### config.mk
export PLATFORM = sky130hd
export DESIGN_NAME = matrix4x4_multiply
export DESIGN_NICKNAME = d
export VERILOG_FILES = /design/src/hw/rtl/mm4_pkg.sv /design/src/hw/rtl/mm4_store.sv /design/src/hw/rtl/mm4_mac.sv /design/src/hw/rtl/mm4_seq.sv /design/src/hw/rtl/matrix4x4_multiply.sv
export SDC_FILE = /design/constraint.sdc
export NUM_CORES = 2
export LEC_CHECK = 0
export ABC_AREA = 1
export BUFFER_PORTS_ARGS = -buffer_cell sky130_fd_sc_hd__clkbuf_2
export CAP_MARGIN = 25
export CORE_MARGIN = 2
export CORE_UTILIZATION = 26
export CTS_CLUSTER_DIAMETER = 100
export DETAILED_ROUTE_END_ITERATION = 10
export PLACE_DENSITY_LB_ADDON = 0.25
export RECOVER_POWER = 100
export SLEW_MARGIN = 10
export SYNTH_ARGS = -nofsm -noshare
export SYNTH_HDL_FRONTEND = slang
export SYNTH_SLANG_ARGS = --single-unit
### constraint.sdc
create_clock -name clk -period 17.8 [get_ports clk]
set_input_delay 0.89 -clock clk [delete_from_list [all_inputs] [get_ports clk]]
set_output_delay 0.89 -clock clk [all_outputs]
set_load 0.02 [all_outputs]
### src/hw/rtl/mm4_pkg.sv
// ----------------------------------------------------------------------------
// mm4_pkg
// Shared widths, constants and types for the 4x4 matrix multiplier.
// ----------------------------------------------------------------------------
package mm4_pkg;

	localparam int DATA_W        = 32;
	localparam int POS_W         = 4;
	localparam int K_W           = 2;
	localparam int CNT_W         = 5;
	localparam int ACC_W         = 2 * DATA_W + 2;
	localparam int DEF_FRAC_BITS = 16;

	localparam logic [K_W-1:0]   K_LAST   = 2'd3;
	localparam logic [POS_W-1:0] POS_LAST = 4'd15;

	// one multiply-accumulate request
	typedef struct packed {
		logic             vld;
		logic [K_W-1:0]   k;
		logic [POS_W-1:0] pos;
	} op_t;

	// one finished product element
	typedef struct packed {
		logic              vld;
		logic [DATA_W-1:0] product;
		logic [POS_W-1:0]  position;
		logic              saturated;
		logic              final_res;
	} res_t;

endpackage

### src/hw/rtl/mm4_store.sv
// ----------------------------------------------------------------------------
// mm4_store
// 16-entry matrix store, one write port, one registered read port.
// ----------------------------------------------------------------------------
module mm4_store
	import mm4_pkg::*;
(
	input  logic              clk,
	input  logic              we,
	input  logic [POS_W-1:0]  waddr,
	input  logic [DATA_W-1:0] wdata,
	input  logic [POS_W-1:0]  raddr,
	output logic [DATA_W-1:0] rdata
);

	logic [DATA_W-1:0] mem [2**POS_W];
	logic [DATA_W-1:0] rdata_q;

	always_ff @(posedge clk) begin
		if (we) begin
			mem[waddr] <= wdata;
		end
	end

	always_ff @(posedge clk) begin
		rdata_q <= mem[raddr];
	end

	assign rdata = rdata_q;

endmodule

### src/hw/rtl/mm4_mac.sv
// ----------------------------------------------------------------------------
// mm4_mac
// Shared multiply-accumulate unit: multiply, scale, sum four terms, saturate.
// ----------------------------------------------------------------------------
module mm4_mac
	import mm4_pkg::*;
#(
	parameter int FRAC_BITS = DEF_FRAC_BITS
) (
	input  logic              clk,
	input  logic              arst_n,
	input  op_t               op,
	input  logic [DATA_W-1:0] a,
	input  logic [DATA_W-1:0] b,
	output res_t              res
);

	op_t                     op_s1, op_s2, op_s3;
	logic signed [2*DATA_W-1:0] prod_s2;
	logic signed [ACC_W-1:0]    prod_ext;
	logic signed [ACC_W-1:0]    prod_sh;
	logic signed [ACC_W-1:0]    acc_q;
	logic [ACC_W-DATA_W:0]      acc_hi;
	logic                       ovf;
	logic                       res_vld_q;
	logic [DATA_W-1:0]          product_q;
	logic [POS_W-1:0]           position_q;
	logic                       saturated_q;
	logic                       final_res_q;

	always_ff @(posedge clk or negedge arst_n) begin
		if (!arst_n) begin
			op_s1 <= '0;
			op_s2 <= '0;
			op_s3 <= '0;
		end else begin
			op_s1 <= op;
			op_s2 <= op_s1;
			op_s3 <= op_s2;
		end
	end

	always_ff @(posedge clk) begin
		prod_s2 <= $signed(a) * $signed(b);
	end

	assign prod_ext = {{(ACC_W-2*DATA_W){prod_s2[2*DATA_W-1]}}, prod_s2};
	assign prod_sh  = prod_ext >>> FRAC_BITS;

	always_ff @(posedge clk) begin
		if (op_s2.vld) begin
			if (op_s2.k == '0) begin
				acc_q <= prod_sh;
			end else begin
				acc_q <= acc_q + prod_sh;
			end
		end
	end

	// clipped when the 32-bit sign bit and the bits above it are not all equal
	assign acc_hi = acc_q[ACC_W-1:DATA_W-1];
	assign ovf    = !((&acc_hi) || !(|acc_hi));

	always_ff @(posedge clk or negedge arst_n) begin
		if (!arst_n) begin
			res_vld_q <= 1'b0;
		end else begin
			res_vld_q <= op_s3.vld && (op_s3.k == K_LAST);
		end
	end

	always_ff @(posedge clk) begin
		if (op_s3.vld && (op_s3.k == K_LAST)) begin
			position_q  <= op_s3.pos;
			saturated_q <= ovf;
			final_res_q <= (op_s3.pos == POS_LAST);
			if (!ovf) begin
				product_q <= acc_q[DATA_W-1:0];
			end else if (acc_q[ACC_W-1]) begin
				product_q <= {1'b1, {(DATA_W-1){1'b0}}};
			end else begin
				product_q <= {1'b0, {(DATA_W-1){1'b1}}};
			end
		end
	end

	assign res = '{vld: res_vld_q, product: product_q, position: position_q,
		saturated: saturated_q, final_res: final_res_q};

endmodule

### src/hw/rtl/mm4_seq.sv
// ----------------------------------------------------------------------------
// mm4_seq
// Sequencer: counts loaded elements, then steps the MAC over 16 x 4 terms.
// ----------------------------------------------------------------------------
module mm4_seq
	import mm4_pkg::*;
(
	input  logic             clk,
	input  logic             arst_n,
	input  logic             in_valid,
	output logic             in_ready,
	input  logic             out_busy,
	input  logic             res_vld,
	output logic             left_we,
	output logic             right_we,
	output logic [POS_W-1:0] waddr,
	output logic [POS_W-1:0] raddr_l,
	output logic [POS_W-1:0] raddr_r,
	output op_t              op
);

	localparam logic ST_LOAD = 1'b0;
	localparam logic ST_RUN  = 1'b1;

	logic             state_q;
	logic [CNT_W-1:0] load_cnt_q;
	logic [POS_W-1:0] pos_q;
	logic [K_W-1:0]   k_q;
	logic             busy_q;
	logic             issue_q;
	logic             accept;
	logic             start;

	assign in_ready = (state_q == ST_LOAD);
	assign accept   = in_valid && in_ready;
	assign start    = (state_q == ST_RUN) && !busy_q && !out_busy;

	assign left_we  = accept && !load_cnt_q[CNT_W-1];
	assign right_we = accept && load_cnt_q[CNT_W-1];
	assign waddr    = load_cnt_q[POS_W-1:0];

	// left[k*4+row], right[col*4+k]
	assign raddr_l  = {k_q, pos_q[K_W-1:0]};
	assign raddr_r  = {pos_q[POS_W-1:K_W], k_q};

	assign op.vld   = issue_q;
	assign op.k     = k_q;
	assign op.pos   = pos_q;

	always_ff @(posedge clk or negedge arst_n) begin
		if (!arst_n) begin
			state_q    <= ST_LOAD;
			load_cnt_q <= '0;
			pos_q      <= '0;
			k_q        <= '0;
			busy_q     <= 1'b0;
			issue_q    <= 1'b0;
		end else begin
			case (state_q)
				ST_LOAD: begin
					if (accept) begin
						load_cnt_q <= load_cnt_q + 1'b1;
						if (load_cnt_q == {CNT_W{1'b1}}) begin
							state_q <= ST_RUN;
							pos_q   <= '0;
						end
					end
				end
				ST_RUN: begin
					if (start) begin
						busy_q  <= 1'b1;
						issue_q <= 1'b1;
						k_q     <= '0;
					end else if (issue_q) begin
						k_q <= k_q + 1'b1;
						if (k_q == K_LAST) begin
							issue_q <= 1'b0;
						end
					end
					if (res_vld) begin
						busy_q <= 1'b0;
						if (pos_q == POS_LAST) begin
							state_q <= ST_LOAD;
							pos_q   <= '0;
						end else begin
							pos_q <= pos_q + 1'b1;
						end
					end
				end
				default: begin
					state_q <= ST_LOAD;
				end
			endcase
		end
	end

endmodule

### src/hw/rtl/matrix4x4_multiply.sv
// ----------------------------------------------------------------------------
// matrix4x4_multiply
// Loading: one element per cycle, 32 elements for both matrices.
// Compute: one result at a time through the single shared MAC (start,
// issue of the four terms, read, multiply, accumulate, saturate and output
// stages); the next result starts only once the previous one is taken, so
// each result stall holds back the next result.
// Input is not ready during compute; the last result may wait while loading.
// Asynchronous reset returns to loading with an empty element count.
// ----------------------------------------------------------------------------
module matrix4x4_multiply
	import mm4_pkg::*;
#(
	parameter int FRAC_BITS = DEF_FRAC_BITS
) (
	input  logic              clk,
	input  logic              arst_n,
	input  logic              in_valid,
	output logic              in_ready,
	input  logic [DATA_W-1:0] element,
	output logic              out_valid,
	input  logic              out_ready,
	output logic [DATA_W-1:0] product,
	output logic [POS_W-1:0]  position,
	output logic              saturated,
	output logic              final_res
);

	logic              left_we, right_we;
	logic [POS_W-1:0]  waddr, raddr_l, raddr_r;
	logic [DATA_W-1:0] rdata_l, rdata_r;
	op_t               op;
	res_t              res;
	logic              out_valid_q;
	logic [DATA_W-1:0] product_q;
	logic [POS_W-1:0]  position_q;
	logic              saturated_q;
	logic              final_res_q;

	mm4_seq u_seq (
		.clk      (clk),
		.arst_n   (arst_n),
		.in_valid (in_valid),
		.in_ready (in_ready),
		.out_busy (out_valid_q),
		.res_vld  (res.vld),
		.left_we  (left_we),
		.right_we (right_we),
		.waddr    (waddr),
		.raddr_l  (raddr_l),
		.raddr_r  (raddr_r),
		.op       (op)
	);

	mm4_store u_left (
		.clk   (clk),
		.we    (left_we),
		.waddr (waddr),
		.wdata (element),
		.raddr (raddr_l),
		.rdata (rdata_l)
	);

	mm4_store u_right (
		.clk   (clk),
		.we    (right_we),
		.waddr (waddr),
		.wdata (element),
		.raddr (raddr_r),
		.rdata (rdata_r)
	);

	mm4_mac #(
		.FRAC_BITS (FRAC_BITS)
	) u_mac (
		.clk    (clk),
		.arst_n (arst_n),
		.op     (op),
		.a      (rdata_l),
		.b      (rdata_r),
		.res    (res)
	);

	always_ff @(posedge clk or negedge arst_n) begin
		if (!arst_n) begin
			out_valid_q <= 1'b0;
		end else if (res.vld) begin
			out_valid_q <= 1'b1;
		end else if (out_ready) begin
			out_valid_q <= 1'b0;
		end
	end

	always_ff @(posedge clk) begin
		if (res.vld) begin
			product_q   <= res.product;
			position_q  <= res.position;
			saturated_q <= res.saturated;
			final_res_q <= res.final_res;
		end
	end

	assign out_valid = out_valid_q;
	assign product   = product_q;
	assign position  = position_q;
	assign saturated = saturated_q;
	assign final_res = final_res_q;

endmodule

==> results.tsv <==
metric	value	unit
final setup vio count	0	
Synth async-reset ratio	2.81	%
highest-delay cell along the critical path	clkinvlp_2	
fin. max-slew vios	2041	
CTS tree	built	
I/O Buffers	75	
post-synth cell types	48	
Vias	63100	
pin count of the biggest net entering global routing	213	
Worst Path Buf+Inv	2	
final core occ	29.1	%
post-synthesis instance total	9076	
Synth Area in Adders	27.1	%
post-cts sizing count	0	
XOR/XNOR Fraction of Synth Area	0.747	%
crit-path max FO	139	
WL per Instance	20.4	um
Max-Cap Viols	56	
Post-route DRC	0	
Hold Worst Slack	0.346	ns
post-synthesis mux area share	1.01	%
CTS sink count	1315	
DRT iter0 DRCs	4648	
Nets	10400	
vias per inst	4.59	
WS Path Type	flop to flop	
simple-gate share of the synthesized area	12.6	%
postcts setup bufs	0	
yosys warns	0	
Die W	597	um
CTS root buf	clkbuf_16	
Final GP Congestion	0.910	
first-pass GRT wire length	425000	um
Max-slew headroom	-240	%
hold_buf cts	0	
synthesis-to-finish area growth	11.3	%
Worst-path clk slew	0.06	ns
Total Wirelength	280000	um
Core Region	350000	sq um
WP data required	18.39	ns
Period minus WS final	9.92	ns
placement-stage cell area	97100	sq um
DIE AREA	356000	sq um
worst hold path class	flop to flop	
Syn Area/Cell	10.1	sq um
Post-Route Skew	0.115	ns
number of synthesized flops with an enable pin	1166	
HPWL after DPL	193000	um
post-synthesis compound-gate area fraction	7.46	%
RSZ-0062 raised after global routing	false	
Synth Net Count	10400	
worst-skew pair later-pin latency	0.87	ns
Rows	217	
FMAX	0.101	GHz
CP max stage delay	4.43	ns
drt pass-1 iters	7	
Final Instance Area	102000	sq um
most used flip-flop cell after synthesis	edfxtp_1	
worst path arrival time	10.51	ns
initial antenna violation count	18	
Initial Util	26.1	%
vias in the first global route	66300	
failing checks	capacitance limit, slew limit	
crit path cell chain	clkinvlp_2 -> clkbuf_1 -> o21ai_0 -> o221ai_1 -> nand3_1 -> nand2_1	
outcome	finished, violations left	
largest family of logic cells by synthesized area	adder cells	
Top delay family on crit path	buffers and inverters	
Startpoint Class	flop	
endpoint class of the critical path	flop	
# IOs	76	
fin crit share	55.7	%
Slew @ Worst Pin	5.10	ns
Netlist Area Pre-Place	91400	sq um
register area share after synthesis	41.8	%
CTS max path bufs	4	
Fin. Hold Viols	0	
synthesized flop and latch total	1315	
H-tree depth	4	
total CTS buffers	158	
Detail Route Antenna Nets	0	
total track usage	15.7	%
die height	597	um
setup TNS	0	ns
grt ovf	0	
share of cells above drive strength 1	4.30	%
## per-layer routing
layer / vias up / part of all wire [%] / global-route usage [%]
li1: 28700 / - / -
met1: 32400 / 45 / 21.3
met2: 1567 / 48 / 26.5
met3: 381 / 4.8 / 1.99
met4: 14 / 2.4 / 3.74
met5: - / 0.032 / 0
## cell type report
class | count | area (sq um)
Fill cell | 36400 | 248000
Multi-Input combinational cell | 5529 | 44900
Sequential cell | 1315 | 38200
Inverter | 1813 | 6810
Tap cell | 4599 | 5750
Clock buffer | 201 | 4230
Timing Repair Buffer | 202 | 1120
Clock inverter | 73 | 723
Antenna cell | 7 | 17.5
## cells in the final DEF, fill, tap and decap left out, types with 35 or more instances in the layout
cell type and instances:
xnor2_1 38, nand2_1 1798, a21oi_1 178, o211ai_1 80, nand3_1 191, clkbuf_1 155, ha_1 252, o221ai_1 181
dfrtp_1 37, inv_2 35, o22ai_1 40, xor2_1 40, nor2_1 767, o32ai_1 36, o21ai_0 524, fa_1 1082
inv_1 1766, dfxtp_1 110, mux2i_1 92, clkbuf_16 160, buf_4 73, edfxtp_1 1166
## synth_stat cells (3+ instances only)
| library cell | number | share of area, % |
|---|---|---|
| inv_1 | 1765 | 7.2 |
| buf_2 | 68 | 0.37 |
| a21oi_1 | 178 | 0.97 |
| nand2_2 | 5 | 0.034 |
| a31oi_1 | 13 | 0.089 |
| o221ai_1 | 181 | 1.7 |
| nand4_1 | 30 | 0.21 |
| mux2i_1 | 92 | 1.0 |
| nor2_1 | 787 | 3.2 |
| or2_2 | 11 | 0.075 |
| dfrtp_1 | 37 | 1.0 |
| nand3b_1 | 21 | 0.17 |
| o21ai_0 | 514 | 2.8 |
| a21o_1 | 7 | 0.057 |
| ha_1 | 252 | 3.4 |
| o21ai_1 | 21 | 0.11 |
| inv_2 | 46 | 0.19 |
| nor3_1 | 25 | 0.14 |
| nor4_1 | 21 | 0.14 |
| nor2_2 | 12 | 0.082 |
| edfxtp_1 | 1166 | 38 |
| buf_4 | 14 | 0.11 |
| o32ai_1 | 36 | 0.34 |
| xnor2_1 | 38 | 0.36 |
| o211ai_1 | 80 | 0.66 |
| nand2_1 | 1795 | 7.4 |
| o21a_1 | 11 | 0.090 |
| fa_1 | 1082 | 24 |
| xor2_1 | 40 | 0.38 |
| nor3_2 | 3 | 0.033 |
| o22ai_1 | 40 | 0.27 |
| clkbuf_1 | 335 | 1.4 |
| dfxtp_1 | 112 | 2.5 |
| o21bai_1 | 28 | 0.23 |
| nand3_1 | 190 | 1.0 |
## flip-flops by register name (all words and copies together), names as in the netlist, 2 cells and up
signal and count:
position 4, product 32, u_left.mem 512, u_left.rdata 32
u_mac.acc_q 66, u_mac.op_s1 7, u_mac.op_s2 7, u_mac.op_s3 7
u_mac.position_q 4, u_mac.prod_s2 48, u_mac.product_q 32, u_right.mem 512
u_right.rdata 32, u_seq.k_q 2, u_seq.load_cnt_q 5, u_seq.pos_q 4
## final timing paths
path | from | endpoint | slack (ns) | depth (start not counted)
hold reg to reg | u_mac.op_s2[0]$_DFF_PN0_ | u_mac.op_s3[0]$_DFF_PN0_ | 0.35 | 0
min in group asynchronous | arst_n | u_seq.load_cnt_q[2]$_DFFE_PN0P_ | 0.81 | 2
hold / removal | u_mac.op_s2[0]$_DFF_PN0_ | u_mac.op_s3[0]$_DFF_PN0_ | 0.35 | 0
max in group asynchronous | arst_n | u_mac.op_s1[4]$_DFF_PN0_ | 15.60 | 2
setup reg to reg | u_seq.k_q[0]$_DFFE_PN0P_ | u_right.rdata[5]$_DFF_P_ | 7.88 | 6
setup / recovery | u_seq.k_q[0]$_DFFE_PN0P_ | u_right.rdata[5]$_DFF_P_ | 7.88 | 6
## cell families (layout without fill, tap and decap cells)
kind of cell / count (synthesis) / after routing
AND/OR/NAND/NOR: 2907 / 2907
buffers and inverters: 2232 / 2289
adder cells (fa/ha/maj): 1334 / 1334
flip-flops: 1315 / 1315
AO/OA/AOI/OAI: 1118 / 1118
multiplexers: 92 / 92
XOR/XNOR: 78 / 78
other: 0 / 7
## stage by stage
step / cells / worst slack [ns]
after floorplan: 9076 / 10.53
after global placement: 13500 / 9.71
after detailed placement: 13500 / 9.76
after CTS: 13700 / 9.68
after global routing: 13700 / 7.01
final: 13700 / 7.88
Power is left out: the tool's default activity adds up to more than one toggle a clock period on the data nets, which glitch-free logic cannot reach.
